[src/hdl/fsp_pkg.sv]
// ----------------------------------------------------------------------------
// fsp_pkg - shared types and constants of the format-spec parser
// Item structs, parser state record, phase and code enums, character constants.
// ----------------------------------------------------------------------------
`default_nettype none

package fsp_pkg;

	// one input character of the replacement-field text
	typedef struct packed {
		logic [7:0] char_in;
		logic       is_last;
		logic       is_empty;
	} in_item_t;

	// one parse result
	typedef struct packed {
		logic [1:0]  status;
		logic [15:0] arg_index;
		logic [1:0]  align_mode;
		logic [7:0]  fill_char;
		logic [1:0]  sign_mode;
		logic        alt_form;
		logic        zero_pad;
		logic        width_given;
		logic [15:0] width;
		logic        prec_given;
		logic [15:0] precision;
		logic [7:0]  type_char;
	} out_item_t;

	typedef enum logic [3:0] {
		PH_ID,
		PH_A0,
		PH_A1,
		PH_SIGN,
		PH_HASH,
		PH_ZERO,
		PH_WIDTH,
		PH_PREC,
		PH_DONE
	} phase_t;

	typedef enum logic [1:0] {
		ST_OK_NOID   = 2'd0,
		ST_OK_ID     = 2'd1,
		ST_BAD_ID    = 2'd2,
		ST_BAD_ALIGN = 2'd3
	} status_t;

	localparam logic [1:0] ALIGN_NONE   = 2'd0;
	localparam logic [1:0] ALIGN_LEFT   = 2'd1;
	localparam logic [1:0] ALIGN_RIGHT  = 2'd2;
	localparam logic [1:0] ALIGN_CENTER = 2'd3;

	localparam logic [1:0] SIGN_NONE  = 2'd0;
	localparam logic [1:0] SIGN_PLUS  = 2'd1;
	localparam logic [1:0] SIGN_MINUS = 2'd2;
	localparam logic [1:0] SIGN_SPACE = 2'd3;

	localparam logic [1:0] SPEC_POS_MAX = 2'd3;

	localparam logic [7:0] CH_LT    = "<";
	localparam logic [7:0] CH_GT    = ">";
	localparam logic [7:0] CH_CARET = "^";
	localparam logic [7:0] CH_PLUS  = "+";
	localparam logic [7:0] CH_MINUS = "-";
	localparam logic [7:0] CH_SPACE = " ";
	localparam logic [7:0] CH_HASH  = "#";
	localparam logic [7:0] CH_ZERO  = "0";
	localparam logic [7:0] CH_NINE  = "9";
	localparam logic [7:0] CH_DOT   = ".";
	localparam logic [7:0] CH_COLON = ":";
	localparam logic [7:0] CH_LBRACE = "{";
	localparam logic [7:0] CH_LOW_P = "p";
	localparam logic [7:0] CH_UP_X  = "X";

	typedef struct packed {
		logic       id_seen;
		logic       bad_id;
		logic       bad_align;
		logic [1:0] align;
		logic [1:0] sign;
		logic       alt;
		logic       zero;
		logic       wgiven;
		logic       pgiven;
	} flags_t;

	// running parser state, all zero after reset and after every result
	typedef struct packed {
		phase_t      phase;
		logic [7:0]  held_char;
		logic [1:0]  spec_pos;
		logic [15:0] id_acc;
		flags_t      flags;
		logic [15:0] width_acc;
		logic [15:0] prec_acc;
		logic [7:0]  fill;
		logic [7:0]  type_ch;
	} spec_state_t;

	localparam spec_state_t SPEC_STATE_RESET = '{
		phase: PH_ID, held_char: 8'd0, spec_pos: 2'd0, id_acc: 16'd0,
		flags: '0, width_acc: 16'd0, prec_acc: 16'd0, fill: 8'd0, type_ch: 8'd0
	};

endpackage

`default_nettype wire

[src/hdl/fsp_step.sv]
// ----------------------------------------------------------------------------
// fsp_step - single-character parser update
// Combinational next state and result for one accepted character or empty-text transfer.
// ----------------------------------------------------------------------------
`default_nettype none

module fsp_step (
	input  fsp_pkg::spec_state_t cur,
	input  fsp_pkg::in_item_t    item,
	output fsp_pkg::spec_state_t nxt,
	output logic                 res_valid,
	output fsp_pkg::out_item_t   res
);
	import fsp_pkg::*;

	function automatic logic is_digit(input logic [7:0] c);
		return (c >= CH_ZERO) && (c <= CH_NINE);
	endfunction

	function automatic logic [1:0] align_code(input logic [7:0] c);
		logic [1:0] a;
		case (c)
			CH_LT:    a = ALIGN_LEFT;
			CH_GT:    a = ALIGN_RIGHT;
			CH_CARET: a = ALIGN_CENTER;
			default:  a = ALIGN_NONE;
		endcase
		return a;
	endfunction

	// acc * 10 + digit, saturating at the 16-bit maximum
	function automatic logic [15:0] acc10(input logic [15:0] acc, input logic [7:0] c);
		logic [19:0] v;
		logic [7:0]  d;
		d = c - CH_ZERO;
		v = {1'b0, acc, 3'b000} + {3'b000, acc, 1'b0} + {16'd0, d[3:0]};
		return (v[19:16] != 4'd0) ? 16'hFFFF : v[15:0];
	endfunction

	function automatic spec_state_t set_type(input spec_state_t s, input logic [7:0] c);
		spec_state_t r;
		r = s;
		r.type_ch = (c == CH_LOW_P) ? CH_UP_X : c;
		r.phase = PH_DONE;
		return r;
	endfunction

	// sign, flag, width, precision and type part of the spec; phases fall through
	function automatic spec_state_t feed_rest(input spec_state_t s, input logic [7:0] c);
		spec_state_t r;
		logic [1:0]  sg;
		logic        used;
		r = s;
		used = 1'b0;
		case (c)
			CH_PLUS:  sg = SIGN_PLUS;
			CH_MINUS: sg = SIGN_MINUS;
			CH_SPACE: sg = SIGN_SPACE;
			default:  sg = SIGN_NONE;
		endcase
		if (r.phase == PH_SIGN) begin
			r.phase = PH_HASH;
			if (sg != SIGN_NONE) begin
				r.flags.sign = r.flags.sign | sg;
				used = 1'b1;
			end
		end
		if (!used && r.phase == PH_HASH) begin
			r.phase = PH_ZERO;
			if (c == CH_HASH) begin
				r.flags.alt = 1'b1;
				used = 1'b1;
			end
		end
		if (!used && r.phase == PH_ZERO) begin
			r.phase = PH_WIDTH;
			if (c == CH_ZERO) begin
				if (r.flags.align == ALIGN_NONE)
					r.flags.zero = 1'b1;
				used = 1'b1;
			end
		end
		if (!used && r.phase == PH_WIDTH) begin
			used = 1'b1;
			if (is_digit(c)) begin
				r.width_acc = acc10(r.width_acc, c);
				r.flags.wgiven = 1'b1;
			end else if (c == CH_DOT) begin
				r.phase = PH_PREC;
			end else begin
				r = set_type(r, c);
			end
		end
		if (!used && r.phase == PH_PREC) begin
			if (is_digit(c)) begin
				r.prec_acc = acc10(r.prec_acc, c);
				r.flags.pgiven = 1'b1;
			end else begin
				r = set_type(r, c);
			end
		end
		return r;
	endfunction

	function automatic spec_state_t take_char(input spec_state_t s, input logic [7:0] c);
		spec_state_t r;
		logic [1:0]  a;
		r = s;
		a = align_code(c);
		case (r.phase)
			PH_ID: begin
				if (c == CH_COLON) begin
					r.phase = PH_A0;
					r.spec_pos = 2'd0;
				end else begin
					r.flags.id_seen = 1'b1;
					if (is_digit(c))
						r.id_acc = acc10(r.id_acc, c);
					else
						r.flags.bad_id = 1'b1;
				end
			end
			PH_A0: begin
				r.spec_pos = 2'd1;
				if (a != ALIGN_NONE) begin
					r.flags.align = r.flags.align | a;
					r.phase = PH_SIGN;
				end else begin
					r.held_char = c;
					r.phase = PH_A1;
				end
			end
			PH_A1: begin
				r.spec_pos = 2'd2;
				r.phase = PH_SIGN;
				if (a != ALIGN_NONE) begin
					r.flags.align = r.flags.align | a;
					r.fill = r.held_char;
					if (r.held_char == CH_LBRACE)
						r.flags.bad_align = 1'b1;
				end else begin
					r = feed_rest(r, r.held_char);
					r = feed_rest(r, c);
				end
			end
			default: begin
				if (a != ALIGN_NONE && r.spec_pos >= 2'd2 && r.flags.align == ALIGN_NONE)
					r.flags.bad_align = 1'b1;
				r = feed_rest(r, c);
				if (r.spec_pos < SPEC_POS_MAX)
					r.spec_pos = r.spec_pos + 2'd1;
			end
		endcase
		return r;
	endfunction

	spec_state_t after_char;
	spec_state_t fin;
	status_t     st;

	always_comb begin
		after_char = item.is_empty ? cur : take_char(cur, item.char_in);
		res_valid  = item.is_empty | item.is_last;

		// a lone pending first spec character resolves at the end of text
		fin = after_char;
		if (fin.phase == PH_A1) begin
			fin.phase = PH_SIGN;
			fin = feed_rest(fin, fin.held_char);
		end

		if (fin.flags.bad_id)
			st = ST_BAD_ID;
		else if (fin.flags.bad_align)
			st = ST_BAD_ALIGN;
		else if (fin.flags.id_seen)
			st = ST_OK_ID;
		else
			st = ST_OK_NOID;

		res = '0;
		res.status = st;
		if (st == ST_OK_ID || st == ST_OK_NOID) begin
			res.arg_index   = (st == ST_OK_ID) ? fin.id_acc : 16'd0;
			res.align_mode  = fin.flags.align;
			res.fill_char   = fin.fill;
			res.sign_mode   = fin.flags.sign;
			res.alt_form    = fin.flags.alt;
			res.zero_pad    = fin.flags.zero;
			res.width_given = fin.flags.wgiven;
			res.width       = fin.width_acc;
			res.prec_given  = fin.flags.pgiven;
			res.precision   = fin.prec_acc;
			res.type_char   = fin.type_ch;
		end

		nxt = res_valid ? SPEC_STATE_RESET : after_char;
	end

endmodule

`default_nettype wire

[src/hdl/format_spec_parser.sv]
// ----------------------------------------------------------------------------
// format_spec_parser - replacement-field format-spec parser
// Parses the text between braces one character per transfer, one result each.
// ----------------------------------------------------------------------------
// Usage:
//  - in channel (in_valid/in_ready/in_data) carries one character per transfer;
//    is_last marks the final character, is_empty ends the text without one.
//  - out channel (out_valid/out_ready/out_data) carries one result per text,
//    produced by the transfer that has is_last or is_empty set.
//  - A character transfer lands in the input register; the parser update then
//    runs from there and, for a result, loads the result register.
//    out_valid rises when the result register loads. The parser takes one
//    character per cycle unless a result waits on a stalled receiver.
//  - The per-character update (state record plus a shift-add times ten) is
//    the only logic between the input register and the result/state registers.
//  - Reset clears the parser state and the valid bits of the input register
//    and the result register; the payload registers keep whatever they hold.
//  - When the receiver stalls, the result register holds; a character that
//    yields no result still advances, one that yields a result waits in the
//    input register and in_ready drops until the result register frees.
// ----------------------------------------------------------------------------
`default_nettype none

module format_spec_parser (
	input  logic                clk,
	input  logic                arst_n,
	input  logic                in_valid,
	output logic                in_ready,
	input  fsp_pkg::in_item_t   in_data,
	output logic                out_valid,
	input  logic                out_ready,
	output fsp_pkg::out_item_t  out_data
);
	import fsp_pkg::*;

	// input register
	logic        in_valid_s1;
	in_item_t    in_s1;
	// parser state
	spec_state_t st_q;
	// result register
	logic        out_valid_s2;
	out_item_t   out_s2;

	spec_state_t st_nxt;
	logic        res_valid;
	out_item_t   res;
	logic        advance;

	fsp_step u_step (
		.cur       (st_q),
		.item      (in_s1),
		.nxt       (st_nxt),
		.res_valid (res_valid),
		.res       (res)
	);

	// advance the held character unless its result has nowhere to go
	assign advance  = in_valid_s1 && (!res_valid || !out_valid_s2 || out_ready);
	assign in_ready = !in_valid_s1 || advance;

	always_ff @(posedge clk or negedge arst_n) begin
		if (!arst_n) begin
			in_valid_s1 <= 1'b0;
		end else if (in_ready) begin
			in_valid_s1 <= in_valid;
		end
	end

	// payload needs no reset
	always_ff @(posedge clk) begin
		if (in_ready && in_valid) begin
			in_s1 <= in_data;
		end
	end

	always_ff @(posedge clk or negedge arst_n) begin
		if (!arst_n) begin
			st_q <= SPEC_STATE_RESET;
		end else if (advance) begin
			st_q <= st_nxt;
		end
	end

	always_ff @(posedge clk or negedge arst_n) begin
		if (!arst_n) begin
			out_valid_s2 <= 1'b0;
		end else if (advance && res_valid) begin
			out_valid_s2 <= 1'b1;
		end else if (out_ready) begin
			// drop once the result is taken
			out_valid_s2 <= 1'b0;
		end
	end

	always_ff @(posedge clk) begin
		if (advance && res_valid) begin
			out_s2 <= res;
		end
	end

	assign out_valid = out_valid_s2;
	assign out_data  = out_s2;

endmodule

`default_nettype wire

[config.mk]
export PLATFORM = sky130hd
export DESIGN_NAME = format_spec_parser
export DESIGN_NICKNAME = d
export VERILOG_FILES = /design/src/hdl/fsp_pkg.sv /design/src/hdl/fsp_step.sv /design/src/hdl/format_spec_parser.sv
export SDC_FILE = /design/constraint.sdc
export NUM_CORES = 1
export LEC_CHECK = 0
export ABC_AREA = 1
export BUFFER_PORTS_ARGS = -buffer_cell sky130_fd_sc_hd__buf_2
export CORE_ASPECT_RATIO = 1.4
export CORE_MARGIN = 10
export CORE_UTILIZATION = 64
export CTS_CLUSTER_DIAMETER = 150
export DETAILED_ROUTE_END_ITERATION = 10
export PLACE_DENSITY_LB_ADDON = 0.12
export SLEW_MARGIN = 20
export SYNTH_ARGS = -nofsm -noshare
export SYNTH_HDL_FRONTEND = slang
export SYNTH_SLANG_ARGS = --single-unit
[constraint.sdc]
create_clock -name clk -period 10.4 [get_ports clk]
set_input_delay 2.08 -clock clk [delete_from_list [all_inputs] [get_ports clk]]
set_output_delay 2.08 -clock clk [all_outputs]
set_load 0.05 [all_outputs]
### Word-level counts from Yosys, hierarchy flattened

Index checks and enable logic that the tools add are counted.

* register bits after elaboration: 175
* output and inout port bits: 76

* order comparisons: 8
* reduce and logical (&&, ||, !) cells: 70
* bitwise operators: 6
* multiplexer cells: 211
* equality and inequality tests: 48
* $add $sub $neg: 21

Operator list (count)
* two-way mux 89 bit: 18
* two-way mux 16 bit: 18
* adder 20 x 4 -> 20 bit: 9
* == test 8 x 6 -> 1 bit (second input constant): 21
* adder 19 x 17 -> 20 bit: 8
* two-way mux 39 bit: 4
* two-way mux 8 bit: 18
* two-way mux 4 bit: 32
* two-way mux 40 bit: 3
* one-hot mux 54 bit (2 select lines): 1
* two-way mux 1 bit: 84
* two-way mux 75 bit: 1
* == test 4 x 3 -> 1 bit (second input constant): 16
* one-hot mux 18 bit (3 select lines): 1
* two-way mux 49 bit: 1
* == test 8 x 7 -> 1 bit (second input constant): 5
* two-way mux 38 bit: 1
* one-hot mux 2 bit (3 select lines): 6
* nonzero test 4 bit: 9
* two-way mux 2 bit: 17
* two-way mux 32 bit: 1
* greater-or-equal comparator 8 x 6 -> 1 bit (second input constant): 3
* <= comparator 8 x 6 -> 1 bit (second input constant): 3
* logical AND 1 bit: 24
* other kinds (22): 60

### Logic depth before layout (Yosys ltp)

Gate-level depths: netlist of the first run.

* depth in word-level cells: 91
* gate-level depth with buffers: 67
* gate-level depth less buffers: 64

### By module

From an unflattened synthesis of the first run, not the netlist that was laid out.

* cells, all modules: 2682
* area, all modules: 18118.6 µm²

By module, submodules not included
* fsp_step: cells each 2201, sequential area each 0.0 µm², times used 1, area each 12017.8 µm²
* format_spec_parser: cells each 481, sequential area each 4799.6 µm², times used 1, area each 6100.9 µm²

### Least setup slack after synthesis of the first run

Ideal clock, no wire load.

* path kind: reg2reg
* start point: reg st_q[32] (netlist bit)
* end point: reg out_s2, in the netlist out_data[32], data pin
* path slack: 1.450 ns
* arrival time: 8.698 ns
* library setup time: 0.252 ns
* cell stages (with the launch flop): 64
* cell sequence: dfrtp_1 ha_1 inv_1 fa_1 inv_1 nand3_1 nand2_4 nand2_1 nand2_1 nand2_1 nand2_1 nand2_2 nor2_4 nand3_1 nand2_1 nand2_2 nor2_4 and2_1 [... 28 more ...] a21oi_1 o21bai_1 nand2_1 nand2_1 a21oi_1 o21ai_0 nand2_1 nand2_1 nand2_1 nand2_1 nand2_1 nand2_1 nand4_1 a21oi_1 nand2_4 buf_6 nor2_2 nor2_1

* cells in the longest elaborated chain, start to end: 32

Ends and longest elaborated chain
* start: declaration: line format_spec_parser.sv:40 `spec_state_t st_q;`
* start signal: assignment: line format_spec_parser.sv:81 `st_q <= st_nxt;`
* adder 19 x 17 -> 20 bit: line fsp_step.sv:36 `v = {1'b0, acc, 3'b000} + {3'b000, acc, 1'b0} + {16'd0, d[3:0]};`
* adder 20 x 4 -> 20 bit: line fsp_step.sv:36
* nonzero test 4 bit: line fsp_step.sv:37 `return (v[19:16] != 4'd0) ? 16'hFFFF : v[15:0];`
* two-way mux 16 bit: line fsp_step.sv:37
* two-way mux 16 bit: line fsp_step.sv:85 `if (is_digit(c)) begin`
* two-way mux 89 bit: line fsp_step.sv:83 `if (!used && r.phase == PH_WIDTH) begin`
* two-way mux 89 bit: line fsp_step.sv:136 `if (a != ALIGN_NONE) begin`
* two-way mux 89 bit: line fsp_step.sv:110 `case (r.phase)`
* [... 16 more ...]
* adder 20 x 4 -> 20 bit: line fsp_step.sv:36
* nonzero test 4 bit: line fsp_step.sv:37
* two-way mux 16 bit: line fsp_step.sv:37
* two-way mux 16 bit: line fsp_step.sv:85
* two-way mux 89 bit: line fsp_step.sv:83
* two-way mux 89 bit: line fsp_step.sv:167 `if (fin.phase == PH_A1) begin`
* two-way mux 49 bit: line fsp_step.sv:94 `if (!used && r.phase == PH_PREC) begin`
* two-way mux 75 bit (*): line fsp_step.sv:167
* end signal: assignment: line format_spec_parser.sv:98 `out_s2 <= res;`
* end: declaration: line format_spec_parser.sv:43 `out_item_t out_s2;`

Every way passes the cells marked *; elsewhere a longest branch is shown, timed or not. The select of a mux whose other input is x is not followed.
A chain may end at the register's enable or synchronous reset.

### Worst setup path in the final report of the first run

* start point: reg st_q[34] (netlist bit)
* end point: reg out_s2, in the netlist out_data[29], data pin

Same word-level chain as after synthesis.

==> results of run 1 <==
sequential cells by signal (all words and copies together), names as in the netlist:
signal / count
in_valid_s1: 1
st_q: 89
out_data: 74
out_valid: 1
in_s1: 10
timing repair:
item                                   4_1_cts  5_1_grt
setup endpoints to repair                    0       16
endpoints found under the hold margin        0        0
gates resized for setup                      0        8
cell type report:
| class | count | area (sq um) |
|---|---|---|
| Clock buffer | 17 | 425 |
| Clock inverter | 15 | 188 |
| Timing Repair Buffer | 112 | 621 |
| Tap cell | 324 | 405 |
| Sequential cell | 175 | 4800 |
| Fill cell | 2267 | 7880 |
| Multi-Input combinational cell | 1854 | 10800 |
| Inverter | 280 | 1050 |
per-stage QoR:
| stage | worst slack [ps] | hold WS [ps] | cells | instance area [sq um] |
|---|---|---|---|---|
| floorplan | 1450 | 454 | 2402 | 17000 |
| global route | 34.5 | 532 | 2777 | 18300 |
| finish | 931 | 499 | 2777 | 18300 |
| detailed placement | 545 | 483 | 2745 | 17700 |
| global placement | 798 | 470 | 2745 | 17700 |
| CTS | 439 | 501 | 2777 | 18300 |
logic make-up after synthesis:
| family | Yosys count |
|---|---|
| XOR/XNOR | 82 |
| AO/OA/AOI/OAI | 509 |
| AND/OR/NAND/NOR | 1073 |
| adder cells (fa/ha/maj) | 190 |
| buffers and inverters | 373 |
| flip-flops | 175 |
worst max-delay path by stage:
stage,startpoint,to,slack (ps),cells past startpoint
2_1_floorplan,st_q[32]$_DFFE_PN0P_,out_data[32]$_SDFFCE_PN0P_,1450,63
3_3_place_gp,st_q[34]$_DFFE_PN0P_,out_data[25]$_SDFFCE_PN0P_,800,57
3_5_place_dp,st_q[34]$_DFFE_PN0P_,out_data[29]$_SDFFCE_PN0P_,540,57
4_1_cts,st_q[34]$_DFFE_PN0P_,out_data[29]$_SDFFCE_PN0P_,440,57
5_1_grt,st_q[34]$_DFFE_PN0P_,out_data[29]$_SDFFCE_PN0P_,30,57
6_report,st_q[34]$_DFFE_PN0P_,out_data[29]$_SDFFCE_PN0P_,930,57
synth_stat cells, types with 2 or more instances:
library cell and instances:
nand2_1 602, inv_1 250, a21oi_1 185, ha_1 177
o21ai_0 175, nor2_1 174, nand3_1 136, dfrtp_1 91
edfxtp_1 84, clkbuf_1 72, xor2_1 53, o22ai_1 50
nand4_1 44, nor3_1 29, xnor2_1 28, inv_2 23
nand2_2 23, nor2_2 22, o21ai_1 19, o211ai_1 16
fa_1 13, a31oi_1 12, nor2_4 9, o21ai_2 8
and2_1 7, buf_2 7, clkinv_1 6, nand3_2 6
nor4_1 6, o21a_1 6, o221ai_1 6, a211oi_1 5
buf_1 5, buf_6 5, o21bai_1 5, a21boi_0 4
a21o_1 4, nand2_4 4, o2111ai_1 4, buf_4 3
o31ai_1 3, nand3_4 2, nor3_4 2, nor4_2 2
layer usage:
layer	up-vias	wire [um]	GRT usage (%)
met4	0	3790	22.4
met3	236	3850	4.57
met2	857	28100	58.0
met5	-	0	0
met1	8009	19800	36.2
li1	8172	-	-
critical path: cells and delay by family, from the launching register on:
family	cells	cell delay, ps
and+or+nand+nor	35	3460
adders and majority gates	6	2610
AOI/OAI and AO/OA	12	2330
DFF	1	440
buffers and inverters	3	270
xor gates and xnor gates	1	110
power by group through the flow:
| stage | sequential, W | clock (W) | combinational [W] |
|---|---|---|---|
| final | 0.000855 | 0.000680 | 0.000962 |
| after global routing | 0.000860 | 0.000701 | 0.00105 |
| after CTS | 0.000852 | 0.000680 | 0.000950 |
| after detailed placement | 0.000865 | 0 | 0.000941 |
| after global placement | 0.000863 | 0 | 0.000921 |
| after floorplan | 0.000968 | 0 | 0.000582 |
==> impl_results.md, run 1 <==
- Flop pwr share: 34.2%
- Hpwl dp: 41.1 mm
- Hold Buf Count CTS: 0
- Reg2Reg Depth: 57
- Worst r2r src: st_q[34]$_DFFE_PN0P_
- Overflow after GRT: 0
- First drt pass iteration count: 7
- Max-slew violations: 0
- Routed WL: 55.5 mm
- Startpoint Class: flip-flop
- Pint: 0.00141 W
- Ant diodes: 0
- Die width: 158 um
- Seq cells post-synth: 175
- WL/cell: 20.0 um
- Fin nets: 2644
- Mapped Cells: 2402
- Syn_nets: 2606
- Fin util: 69.9%
- Main synth FF type: dfrtp_1
- Core Area: 26200 sq um
- Antenna violations before repair: 0
- H-Tree Depth: 4
- Area Growth Syn to Fin: 7.42%
- Critical Path Most Common Cell: nand2_1
- Hold Crit Start: st_q[51]$_DFFE_PN0P_
- Ys async rst share: 52.0%
- Number of synthesized flops with an enable pin: 84
- Final Cycle Share: 91.1%
- CTS root buf: clkbuf_16
- Post-route ant nets: 0
- CTS tree: done
- Most frequent cells in the layout: nand2_1, inv_1, a21oi_1
- Skew-Pair Late Insertion Delay: 460 ps
- Mapped Avg Cell Area: 7.09 sq um
- Vias in the first global route: 17100
- Top cell type's share of synthesized area: 14.8%
- Hold Path Depth: 2
- Worst setup EP type: flip-flop
- Switch Pwr: 0.00109 W
- Max-Cap Viols: 0
- Setup violators final: 0
- RR Endpoint: out_data[29]$_SDFFCE_PN0P_
- Critical Path RT: 10620 ps
- HP Class: flip-flop to flip-flop
- Post-synthesis sequential area ratio: 28.2%
- Slowest stage delay, CP: 540 ps
- Max_slew headroom: 25.5%
- Vias per cell: 6.22
- Slew @ Worst Pin: 1120 ps
- Post-CTS Setup Bufs: 0
- Top cells by area, synth: edfxtp_1, dfrtp_1, nand2_1
- Post-Synth Simple-Gate Area: 27.8%
- Port bufs: 89
- Pleak: 9.35 nW
- Synth unique cells: 59
- R2R setup slack: 930 ps
- Setup TNS Final: 0 ps
- Via count: 17300
- Clock-pin slew on the worst setup and hold paths: 80 ps
- Warnings from Yosys: 0
- Row cnt: 70
- Die Ht: 213 um
- Layout cells sized above 1: 10.6%
- Crit-path max FO: 16
- Pwr/cell area: 136 nW/um^2
- WS Path Type: flip-flop to flip-flop
- Clock power share: 27.2%
- Detailed-route DRC error count: 0
- Maximum clock path buffer count: 2
- Die area: 33600 sq um
- GRT Total Usage: 33.1%
- Post-synthesis instance area: 17000 sq um
- RSZ-0062 raised after global routing: false
- GPL Wtd Cong: 1.04
- Critical Path AT: 9690 ps
- Synth Area in Compound Gates: 16.6%
- Comb pwr share: 38.5%
- Ports: 90
- Skew final: 18.5 ps
- Clock sink count: 175
- Largest family of logic cells by synthesized area: simple AND/OR/NAND/NOR gates
- First-pass GRT wire length: 88.2 mm
- Post-synthesis xor/xnor area fraction: 4.32%
- Total power: 0.00250 W
- Switching Share: 43.5%
- Status: completed
- Leading area contributor after synthesis: edfxtp_1
- Most common cell after layout, fill and taps aside: nand2_1
- Synth Area in Adders: 14.5%
- Mux share of post-synthesis cell area: 0%
- Largest net degree at the start of global routing: 57
- CP max-delay cell: fa_1
- Starting Density: 65.1%
- Crit path time final: 9470 ps
- Final hold vios: 0
- F_max: 106 MHz
- First DRT Iteration DRCs: 1493
- WHS Endpoint: st_q[51]$_DFFE_PN0P_
- Num CTS Buffers: 17
- Worst VDD drop: 0.203 mV
Note: power is estimated with default switching activity, not from simulation.
==> inputs of run 2 (changes only) <==
--- a/config.mk
+++ b/config.mk
@@ -9,7 +9,7 @@
 export BUFFER_PORTS_ARGS = -buffer_cell sky130_fd_sc_hd__buf_2
 export CORE_ASPECT_RATIO = 1.4
 export CORE_MARGIN = 10
-export CORE_UTILIZATION = 64
+export CORE_UTILIZATION = 65
 export CTS_CLUSTER_DIAMETER = 150
 export DETAILED_ROUTE_END_ITERATION = 10
 export PLACE_DENSITY_LB_ADDON = 0.12
==> constraint.sdc (replaced) <==
create_clock -name clk -period 11.87 [get_ports clk]
set_input_delay 2.374 -clock clk [delete_from_list [all_inputs] [get_ports clk]]
set_output_delay 2.374 -clock clk [all_outputs]
set_load 0.05 [all_outputs]
==> run 2 against run 1 <==
  * Flip-flop and latch count is the same
  * Cell area shrank 0.18%
  * Sequential share of layout area is essentially flat
  * Global-route usage shrank 0.18 points
  * Maximum frequency shrank 13%
  * Clock-buffer cell count grew 1
  * Core utilization grew 0.35 points
  * Die area shrank 1.4%
  * Clock skew shrank 1.9 ps
  * First-iteration DRC count shrank 12%
  * Clock power shrank 11%
==> impl_results.md, run 2 (same netlist as run 1, synthesis figures left out) <==
- CP max-delay cell: fa_1
- Slew @ Worst Pin: 899 ps (-218 ps)
- Most frequent cells in the layout: nand2_1, inv_1, a21oi_1
- CTS tree: done
- Port bufs: 89 (unchanged)
- Critical Path RT: 12100 ps (+1480 ps)
- Pwr/cell area: 120 nW/um^2 (-12%)
- WS Path Type: flip-flop to flip-flop
- RSZ-0062 raised after global routing: false
- Status: completed
- Critical Path AT: 11060 ps (+1370 ps)
- Slowest stage delay, CP: 550 ps (about the same)
- CTS root buf: clkbuf_16
- Detailed-route DRC error count: 0 (unchanged)
- Post-Layout Inst Area: 18300 sq um (-0.18%)
- First DRT Iteration DRCs: 1320 (-12%)
- Hpwl dp: 40.7 mm (-1.0%)
- Vias in the first global route: 17100 (-0.047%)
- Reg area: 4800 sq um (about the same)
- Max_slew headroom: 40.0% (+14 points)
- Row cnt: 70 (unchanged)
- WHS: 506 ps (+6.69 ps)
- Fin nets: 2638 (-0.23%)
- Num CTS Buffers: 17 (unchanged)
- Max-Cap Viols: 0 (unchanged)
- Critical Path Most Common Cell: nand2_1
- Crit path time final: 10840 ps (+1370 ps)
- First-pass GRT wire length: 87.5 mm (-0.88%)
- Met3 GRT Util: 4.10% (-0.47 points)
- Total power: 0.00219 W (-12%)
- Startpoint Class: flip-flop
- Dpl cells: 2739 (-0.22%)
- H-Tree Depth: 4 (unchanged)
- Clock-pin slew on the worst setup and hold paths: 80 ps (about the same)
- Met2 usage: 58.0% (about the same)
- Final Cycle Share: 91.3% (+0.25 points)
- Via count: 17200 (-0.63%)
- Setup TNS Final: 0 ps (unchanged)
- Busiest layer in global routing: met2
- Area Growth Syn to Fin: 7.22%
- Die width: 157 um (-0.67%)
- Routed WL: 54.7 mm (-1.5%)
- Fin cells: 2771 (-0.22%)
- Worst setup EP type: flip-flop
- Crit-path max FO: 16 (unchanged)
- Worst VDD drop: 0.145 mV (-28%)
- Vias per cell: 6.19 (-0.41%)
- Pleak: 9.34 nW (-0.10%)
- Most common cell after layout, fill and taps aside: nand2_1
- Die Ht: 212 um (-0.70%)
- F_max: 92.3 MHz (-13%)
- Ports: 90 (unchanged)
- Multi-input logic area: 10800 sq um (about the same)
- Skew-Pair Late Insertion Delay: 460 ps (about the same)
- Post-cts resize count: 0 (unchanged)
- Final hold vios: 0 (unchanged)
- Post-route ant nets: 0 (unchanged)
- Max-slew violations: 0 (unchanged)
- First drt pass iteration count: 6 (-1)
- WL/cell: 19.7 um (-1.3%)
- Largest register by flop count: st_q
- Setup violators final: 0 (unchanged)
- Maximum clock path buffer count: 2 (unchanged)
- Max FFs per register: 89 (unchanged)
- GR Layer Usage met1: 36.1% (-0.15 points)
- Fill count: 2213 (-2.4%)
- Ant diodes: 0 (unchanged)
- HP Class: flip-flop to flip-flop
- Placed cell areas: 17600 sq um (-0.25%)
- Antenna violations before repair: 0 (unchanged)
- Overflow after GRT: 0 (unchanged)
- Hold Buf Count CTS: 0 (unchanged)
- GPL Wtd Cong: 1.02 (-1.6%)
- Largest net degree at the start of global routing: 57 (unchanged)
- Die area: 33200 sq um (-1.4%)
- Clock sink count: 175 (unchanged)
- Layout cells sized above 1: 10.3% (-0.38 points)
- GRT Total Usage: 32.9% (-0.18 points)
- Skew final: 16.5 ps (-1.94 ps)
- Post-CTS Setup Bufs: 0 (unchanged)
- Starting Density: 65.5% (+0.44 points)
- Core Area: 26000 sq um (-0.67%)
## run 2: final timing paths
check | startpoint | end | slack [ps] | cells past startpoint
max | st_q[34]$_DFFE_PN0P_ | out_data[28]$_SDFFCE_PN0P_ | 1030 | 57
min | st_q[51]$_DFFE_PN0P_ | st_q[51]$_DFFE_PN0P_ | 510 | 2
max reg2reg | st_q[34]$_DFFE_PN0P_ | out_data[28]$_SDFFCE_PN0P_ | 1030 | 57
min reg2reg | st_q[51]$_DFFE_PN0P_ | st_q[51]$_DFFE_PN0P_ | 510 | 2
max in group asynchronous | arst_n | st_q[53]$_DFFE_PN0P_ | 8800 | 2
min in group asynchronous | arst_n | st_q[67]$_DFFE_PN0P_ | 1900 | 1
## run 2: where the power goes
group / total [W] / internal (W) / switching [W]
Combinational: 0.000836 / 0.000231 / 0.000605
Clock: 0.000607 / 0.000316 / 0.000290
Sequential: 0.000750 / 0.000699 / 0.0000506
## run 2: per-layer routing
layer  share of wire (%)  routed length, um  vias up
met1                  36              19600     8014
li1                    -                  -     8159
met3                 5.9               3250      244
met4                 7.2               3950        0
met5                   0                  0        -
met2                  51              27900      749
## run 2: worst max-delay path, delay by kind of cell (launching register included)
family | cells | cell delay, ps
AND/OR/NAND/NOR | 35 | 4060
AO/OA/AOI/OAI | 12 | 2970
adder cells (fa/ha/maj) | 6 | 2670
flip-flops | 1 | 490
buffers and inverters | 3 | 280
XOR/XNOR | 1 | 120
## run 2: final cells by class
type,count,share of cell area (%)
sequential,175,26.3
multi-input combinational,1854,59.1
timing repair buffer,106,3.15
clock buffer,18,2.47
tap,324,2.22
clock inverter,14,0.993
inverter,280,5.77
## run 2: per-stage QoR
step                      utilization (%)  setup slack, ps
after floorplan                         -             2920
after global placement               67.8             1750
after detailed placement             67.8             1290
after CTS                            70.2             1160
after global routing                 70.2             58.9
final                                70.2             1030
